<file path="config.mk">
export PLATFORM = sky130hd
export DESIGN_NAME = mdc_ctrl
export DESIGN_NICKNAME = d
export VERILOG_FILES = /design/src/hw/rtl/mdc_pkg.sv /design/src/hw/rtl/mdc_ctrl.sv
export SDC_FILE = /design/constraint.sdc
export NUM_CORES = 1
export LEC_CHECK = 0
export ABC_AREA = 1
export CAP_MARGIN = 20
export CORE_AREA = 2 2 39 41
export DETAILED_ROUTE_END_ITERATION = 12
export DIE_AREA = 0 0 41 43
export DONT_BUFFER_PORTS = 1
export PLACE_DENSITY = 0.6
export SKIP_CTS_REPAIR_TIMING = 1
export SYNTH_ARGS = -nofsm -noshare
export SYNTH_HDL_FRONTEND = slang
export SYNTH_SLANG_ARGS = --single-unit
</file>
<file path="constraint.sdc">
create_clock -name aclk -period 1.55 [get_ports aclk]
set_input_delay 0.2325 -clock aclk [delete_from_list [all_inputs] [get_ports aclk]]
set_output_delay 0.2325 -clock aclk [all_outputs]
set_load 0.01 [all_outputs]
</file>
<file path="src/hw/rtl/mdc_pkg.sv">
`timescale 1ns / 1ps
// Shared codes and the command and status structs of the maze carver.
package mdc_pkg;

    localparam logic [1:0] ACT_START = 2'd0;
    localparam logic [1:0] ACT_STEP  = 2'd1;
    localparam logic [1:0] ACT_READ  = 2'd2;

    localparam logic [1:0] GRID_FLOOR = 2'd0;
    localparam logic [1:0] GRID_WALL  = 2'd1;
    localparam logic [1:0] GRID_GOAL  = 2'd2;

    typedef struct packed {
        logic latch;
        logic clear_en;
        logic init;
        logic probe_rd;
        logic probe_chk;
        logic choose;
        logic carve_mid;
        logic carve_tgt;
        logic pop;
        logic pop_load;
        logic goal;
        logic read_rd;
        logic read_cap;
        logic emit;
    } dp_cmd_t;

    typedef struct packed {
        logic [1:0] action;
        logic       clear_last;
        logic       stack_empty;
        logic       probe_last;
        logic       cand_any;
        logic       pop_to_empty;
        logic       in_map;
        logic       done;
        logic [1:0] res_tile;
        logic       res_walk;
    } dp_stat_t;

endpackage

</file>
<file path="src/hw/rtl/mdc_ctrl.sv">
`timescale 1ns / 1ps
// Controller state machine of the maze carver.
module mdc_ctrl (
    input  logic              aclk,
    input  logic              aresetn,
    input  logic              in_valid,
    input  logic [1:0]        in_action,
    output logic              in_ready,
    input  logic              out_free,
    input  mdc_pkg::dp_stat_t stat,
    output mdc_pkg::dp_cmd_t  cmd
);

    typedef enum logic [3:0] {
        S_BOOT_CLEAR,
        S_IDLE,
        S_CLEAR,
        S_INIT,
        S_STEP,
        S_PROBE_RD,
        S_PROBE_CHK,
        S_CHOOSE,
        S_CARVE_MID,
        S_CARVE_TGT,
        S_POP_LOAD,
        S_GOAL,
        S_READ_RD,
        S_READ_CAP,
        S_RESULT
    } state_t;

    state_t state_reg, state_next;

    always_ff @(posedge aclk) begin
        if (!aresetn) begin
            state_reg <= S_BOOT_CLEAR;
        end else begin
            state_reg <= state_next;
        end
    end

    always_comb begin
        state_next = state_reg;
        cmd        = '0;
        in_ready   = 1'b0;
        unique case (state_reg)
            S_BOOT_CLEAR: begin
                cmd.clear_en = 1'b1;
                if (stat.clear_last) begin
                    state_next = S_IDLE;
                end
            end
            S_IDLE: begin
                in_ready = 1'b1;
                if (in_valid) begin
                    cmd.latch = 1'b1;
                    unique case (in_action)
                        mdc_pkg::ACT_START: state_next = S_CLEAR;
                        mdc_pkg::ACT_STEP:  state_next = S_STEP;
                        mdc_pkg::ACT_READ:  state_next = S_READ_RD;
                        default:            state_next = S_RESULT;
                    endcase
                end
            end
            S_CLEAR: begin
                cmd.clear_en = 1'b1;
                if (stat.clear_last) begin
                    state_next = S_INIT;
                end
            end
            S_INIT: begin
                cmd.init   = 1'b1;
                state_next = S_RESULT;
            end
            S_STEP: begin
                state_next = stat.stack_empty ? S_RESULT : S_PROBE_RD;
            end
            S_PROBE_RD: begin
                cmd.probe_rd = 1'b1;
                state_next   = S_PROBE_CHK;
            end
            S_PROBE_CHK: begin
                cmd.probe_chk = 1'b1;
                state_next    = stat.probe_last ? S_CHOOSE : S_PROBE_RD;
            end
            S_CHOOSE: begin
                if (stat.cand_any) begin
                    cmd.choose = 1'b1;
                    state_next = S_CARVE_MID;
                end else begin
                    cmd.pop    = 1'b1;
                    state_next = stat.pop_to_empty ? S_GOAL : S_POP_LOAD;
                end
            end
            S_CARVE_MID: begin
                cmd.carve_mid = 1'b1;
                state_next    = S_CARVE_TGT;
            end
            S_CARVE_TGT: begin
                cmd.carve_tgt = 1'b1;
                state_next    = S_RESULT;
            end
            S_POP_LOAD: begin
                cmd.pop_load = 1'b1;
                state_next   = S_RESULT;
            end
            S_GOAL: begin
                cmd.goal   = 1'b1;
                state_next = S_RESULT;
            end
            S_READ_RD: begin
                cmd.read_rd = 1'b1;
                state_next  = S_READ_CAP;
            end
            S_READ_CAP: begin
                cmd.read_cap = 1'b1;
                state_next   = S_RESULT;
            end
            S_RESULT: begin
                if (out_free) begin
                    cmd.emit   = 1'b1;
                    state_next = S_IDLE;
                end
            end
            default: begin
                state_next = S_IDLE;
            end
        endcase
    end

endmodule
</file>
==> qor.txt, run 1 <==
Power Density: 1790 mW/mm²
fin crit period: 1.43 ns
Core Box Area: 0.00138 mm²
final setup vio count: 0
vias per inst: 4.83
Detailed Routing Iterations Pass 1: 4
Post-Syn Area: 548 µm²
max reg flops: 4
Sink Count: 4
Rel. slew slack: 76.1%
initial antenna violation count: 0
FF-to-FF setup slack: 0.23 ns
Final Slew Violations: 0
# DRC: 0
layout cells sized above 1: 21.9%
GPL Wtd Cong: 0.782
Clock Latency Late Sink: 0.23 ns
syn_area_per_cell: 5.48 µm²
worst IR drop on VDD: 854 µV
IO Port Bufs: 0
Ports: 33
Hold Path Depth: 2
DP Wirelength: 1060 µm
final wirelength: 1210 µm
final antenna-violating net count: 0
post-synth cell types: 17
number of synthesized register bits: 4
FF-to-FF End: state_reg[0]$_SDFFE_PN0P_
RSZ-0062 raised after global routing: false
DR iter-0 viols: 13
worst-margin pin slew: 0.356 ns
Hold WC Path Type: primary input to flip-flop
Reg-to-Reg Start: state_reg[1]$_SDFFE_PN0P_
WHS: 0.184 ns
maximum clock rate: 700 MHz
max cap viols: 0
Die H: 43 µm
Starting Density: 39.6%
CP Class: flip-flop to output port
ant diodes: 0
Inserted Clock Buffers: 3
CTS Root Cell: clkbuf_4
Overflow after GRT: 0
CP Launch Type: flip-flop
R2R depth: 10
Critical Path AT: 1.20 ns
# rows: 14
period utilization: 92.1%
clock skew: 0.00559 ns
syn nets: 121
outcome: complete, no violations
Fin Setup TNS: 0 ns
total track usage: 15.9%
largest net degree at the start of global routing: 8
Die Wd: 41 µm
Clock transition at path regs: 0.04 ns
CP required: 1.32 ns
Nets: 128
hold_sp: aresetn
Area Overhead vs Synth: 11.4%
Vias: 584
CTS tree: yes
top fanout value on the critical path: 5
register area share after synthesis: 14.6%
first-pass GRT wire length: 1900 µm
Setup crit end kind: output port
DR WL/cell: 9.96 µm
final hold violation count: 0
Max clock buf depth: 2
Syn Inst Count: 100
Hold Crit Endpoint: state_reg[2]$_SDFFE_PN0P_
vias in the first global route: 480
Leakage: 0.371 nW
yosys warns: 0
die area: 0.00176 mm²
H-tree depth: 1
worst max path at each step:
stage	startpoint	endpoint	slack (ns)	cells after the start
floorplan	state_reg[2]$_SDFFE_PN0P_	state_reg[0]$_SDFFE_PN0P_	0.37	8
global placement	state_reg[1]$_SDFFE_PN0P_	state_reg[0]$_SDFFE_PN0P_	0.24	10
detailed placement	state_reg[1]$_SDFFE_PN0P_	state_reg[0]$_SDFFE_PN0P_	0.22	10
CTS	state_reg[2]$_SDFFE_PN0P_	cmd[8]	0.04	4
global route	state_reg[2]$_SDFFE_PN0P_	cmd[8]	0.05	4
finish	state_reg[3]$_SDFFE_PN0P_	cmd[7]	0.12	3
Yosys cell counts:
master / n / area [µm²]
o21ai_2: 1 / 8.76
nand2_1: 23 / 86.3
nor2_4: 3 / 33.8
nor3_1: 3 / 15.0
nor2_2: 4 / 25.0
ha_1: 3 / 37.5
or2_0: 1 / 6.26
nor2_1: 15 / 56.3
nand3_2: 1 / 10.0
inv_2: 3 / 11.3
or2_2: 1 / 6.26
nand2_2: 4 / 25.0
o21ai_0: 3 / 15.0
nand3_1: 8 / 40.0
dfxtp_1: 4 / 80.1
a21oi_1: 4 / 20.0
inv_1: 19 / 71.3
layout by cell type, fill, tap and decap left out, drive strengths merged:
| cell | n |
|---|---|
| nand2 | 27 |
| inv | 22 |
| nor2 | 22 |
| nand3 | 9 |
| a21oi | 4 |
| dfxtp | 4 |
| o21ai | 4 |
| ha | 3 |
| clkbuf | 3 |
| nor3 | 3 |
| buf | 2 |
| or2 | 2 |
kinds of logic (layout without fill, tap and decap cells):
group / count (synthesis) / after routing / synth area share, %
AOI/OAI and AO/OA: 8 / 8 / 7.99
adders and majority gates: 3 / 3 / 6.85
buffers and inverters: 22 / 27 / 15.1
DFF: 4 / 4 / 14.6
and+or+nand+nor: 63 / 63 / 55.5
through the flow:
step	worst slack [ns]	cell area, µm²	power, mW	utilization, %	cells
after global routing	0.0461	611	1.23	44.1	121
after floorplan	0.375	548	0.823	-	100
final	0.122	611	1.09	44.1	121
after global placement	0.238	583	0.973	42.1	118
after CTS	0.0367	606	1.11	43.8	121
after detailed placement	0.223	583	0.971	42.1	118
critical path, cell delays in order (launching register included):
cell and delay [ns]:
dfxtp_1 0.45, nand2_1 0.15, nor2_1 0.21, buf_4 0.16
area by class of cell:
cell class / instances / area [µm²]
well taps: 16 / 20.0
multi-input cells: 74 / 390
inverters: 22 / 82.6
clock buffers: 3 / 22.5
repair buffers: 2 / 15.0
fillers: 168 / 773
flip-flops and latches: 4 / 80.1
layer usage:
layer,GRT usage (%),wire (µm),vias up
met4,4.00,0,0
met5,0,0,-
met2,23.8,558,21
met3,6.81,75,0
li1,-,-,314
met1,20.5,571,249
where the power goes:
group | total, mW | switching, mW | internal [mW] | leakage, nW
combinational | 0.747 | 0.501 | 0.246 | 0.325
clock | 0.128 | 0.0418 | 0.0865 | 0.0138
sequential | 0.219 | 0.0720 | 0.147 | 0.0328
total | 1.09 | 0.615 | 0.479 | 0.371
No activity file was read; power rests on OpenSTA's default activity.
==> run 2, diff against run 1 <==
--- a/config.mk
+++ b/config.mk
@@ -11,7 +11,7 @@
 export DETAILED_ROUTE_END_ITERATION = 12
 export DIE_AREA = 0 0 41 43
 export DONT_BUFFER_PORTS = 1
-export PLACE_DENSITY = 0.6
+export PLACE_DENSITY = 0.67
 export SKIP_CTS_REPAIR_TIMING = 1
 export SYNTH_ARGS = -nofsm -noshare
 export SYNTH_HDL_FRONTEND = slang
==> run 2 against run 1 <==
  * Clock power is 3% lower
  * Register-to-register slack hardly changed
  * Critical endpoint is now cmd[8]
  * Largest power group unchanged
  * Highest routed layer unchanged
  * Maximum frequency is 1.5% higher
  * First-iteration DRC count is 38% lower
  * Routed wire length is 1.8% higher
  * Critical path depth is 1 higher
==> qor.txt, run 2 (synthesis results as in run 1) <==
Max stage delay cell, worst path: dfxtp_1
CP required: 1.32 ns (about the same)
initial antenna violation count: 0 (unchanged)
Setup WS pre-CTS: 0.224 ns (+0.00165 ns)
slack of the critical path: 0.144 ns (+0.0215 ns)
worst IR drop on VDD: 612 µV (-28%)
Final Slew Violations: 0 (unchanged)
Vias: 578 (-1.0%)
Area Overhead vs Synth: 11.4% (unchanged)
Max clock buf depth: 2 (unchanged)
ant diodes: 0 (unchanged)
Setup crit end kind: output port
Ports: 33 (unchanged)
# rows: 14 (unchanged)
Core Box Area: 0.00138 mm² (unchanged)
# DRC: 0 (unchanged)
design area: 611 µm² (unchanged)
DR iter-0 viols: 8 (-5)
final wirelength: 1230 µm (+1.8%)
Die Wd: 41 µm (unchanged)
Hold WC Path Type: primary input to flip-flop
CP Launch Type: flip-flop
Nets: 128 (unchanged)
Overflow after GRT: 0 (unchanged)
CP Class: flip-flop to output port
Inserted Clock Buffers: 3 (unchanged)
Power Density: 1780 mW/mm² (-0.74%)
fin crit period: 1.41 ns (-0.0215 ns)
layout cells sized above 1: 21.9% (unchanged)
first-pass GRT wire length: 1920 µm (+0.74%)
period utilization: 90.7% (-1.4 points)
outcome: complete, no violations
placed cell count: 118 (unchanged)
clock skew: 0.00641 ns (+0.000821 ns)
Die H: 43 µm (unchanged)
worst-margin pin slew: 0.378 ns (+0.0220 ns)
final setup vio count: 0 (unchanged)
Clock Latency Late Sink: 0.23 ns (about the same)
placed cell area: 583 µm² (unchanged)
worst path cell trace: inv_1 -> nor2_4 -> inv_1 -> nor3_2
CTS Root Cell: clkbuf_4
most frequent cells in the layout: nand2_1, inv_1, nor2_1
DR WL/cell: 10.1 µm (+1.8%)
H-tree depth: 1 (unchanged)
Leakage: 0.371 nW (unchanged)
Pwr Total: 1.09 mW (-0.74%)
Rel. slew slack: 74.6% (-1.5 points)
Starting Density: 39.6% (unchanged)
DP Wirelength: 1070 µm (+1.2%)
RSZ-0062 raised after global routing: false
vias per inst: 4.78 (-1.0%)
die area: 0.00176 mm² (unchanged)
vias in the first global route: 504 (+5.0%)
Clock transition at path regs: 0.04 ns (about the same)
commonest non-fill, non-tap cell in the layout: nand2_1
IO Port Bufs: 0 (unchanged)
Final Instance Count excl. Fillers: 121 (unchanged)
CTS tree: yes
maximum clock rate: 711 MHz (+1.5%)
final antenna-violating net count: 0 (unchanged)
Detailed Routing Iterations Pass 1: 4 (unchanged)
Fin Setup TNS: 0 ns (unchanged)
top fanout value on the critical path: 7 (+2)
max reg flops: 4 (unchanged)
Critical Path AT: 1.17 ns (-0.03 ns)
final hold violation count: 0 (unchanged)
total track usage: 14.9% (-1.0 points)
Sink Count: 4 (unchanged)
GPL Wtd Cong: 0.792 (+1.2%)
largest net degree at the start of global routing: 8 (unchanged)
CP dominant cell by count: inv_1
slowest stage delay, CP: 0.38 ns (-0.07 ns)
max cap viols: 0 (unchanged)
Fill cells: 162 (-3.6%)
-- run 2: cell counts in the layout (fill, tap and decap cells not counted) --
No cell type changed its count.
-- run 2: layout make-up --
class / instances / area, µm² / area share [%]
Inverter: 22 / 82.6 / 13.5
Multi-Input combinational cell: 74 / 390 / 63.9
Clock buffer: 3 / 22.5 / 3.69
Sequential cell: 4 / 80.1 / 13.1
Timing Repair Buffer: 2 / 15.0 / 2.46
Tap cell: 16 / 20.0 / 3.28
-- run 2: metrics by stage --
| step | hold slack [ns] | utilization, % |
|---|---|---|
| after floorplan | 0.403 | - |
| after global routing | 0.213 | 44.1 |
| after CTS | 0.203 | 43.8 |
| final | 0.201 | 44.1 |
| after detailed placement | 0.441 | 42.1 |
| after global placement | 0.429 | 42.1 |
-- run 2: critical path, delay by kind of cell, from the launching register on --
| kind | cells | cell delay, ns |
|---|---|---|
| flops | 1 | 0.38 |
| simple gates | 2 | 0.37 |
| buf+inv | 2 | 0.20 |
-- run 2: routing by layer --
metal	global-route usage (%)	vias up	wire length, µm
li1	-	314	-
met1	18.3	242	533
met2	26.9	22	619
met3	1.57	0	75
met4	2.00	0	0
met5	0	-	0
-- run 2: power by group --
| part | internal (mW) | switching, mW | leakage, nW |
|---|---|---|---|
| clock | 0.0862 | 0.0379 | 0.0138 |
| combinational | 0.246 | 0.498 | 0.325 |
| sequential | 0.147 | 0.0716 | 0.0328 |
-- run 2: final timing paths --
check / to / from / depth (start not counted) / slack (ns)
worst max register to register: state_reg[0]$_SDFFE_PN0P_ / state_reg[1]$_SDFFE_PN0P_ / 10 / 0.23
worst min-delay path: state_reg[3]$_SDFFE_PN0P_ / aresetn / 2 / 0.20
worst max-delay path: cmd[8] / state_reg[2]$_SDFFE_PN0P_ / 4 / 0.14
worst min register to register: state_reg[1]$_SDFFE_PN0P_ / state_reg[1]$_SDFFE_PN0P_ / 2 / 0.61
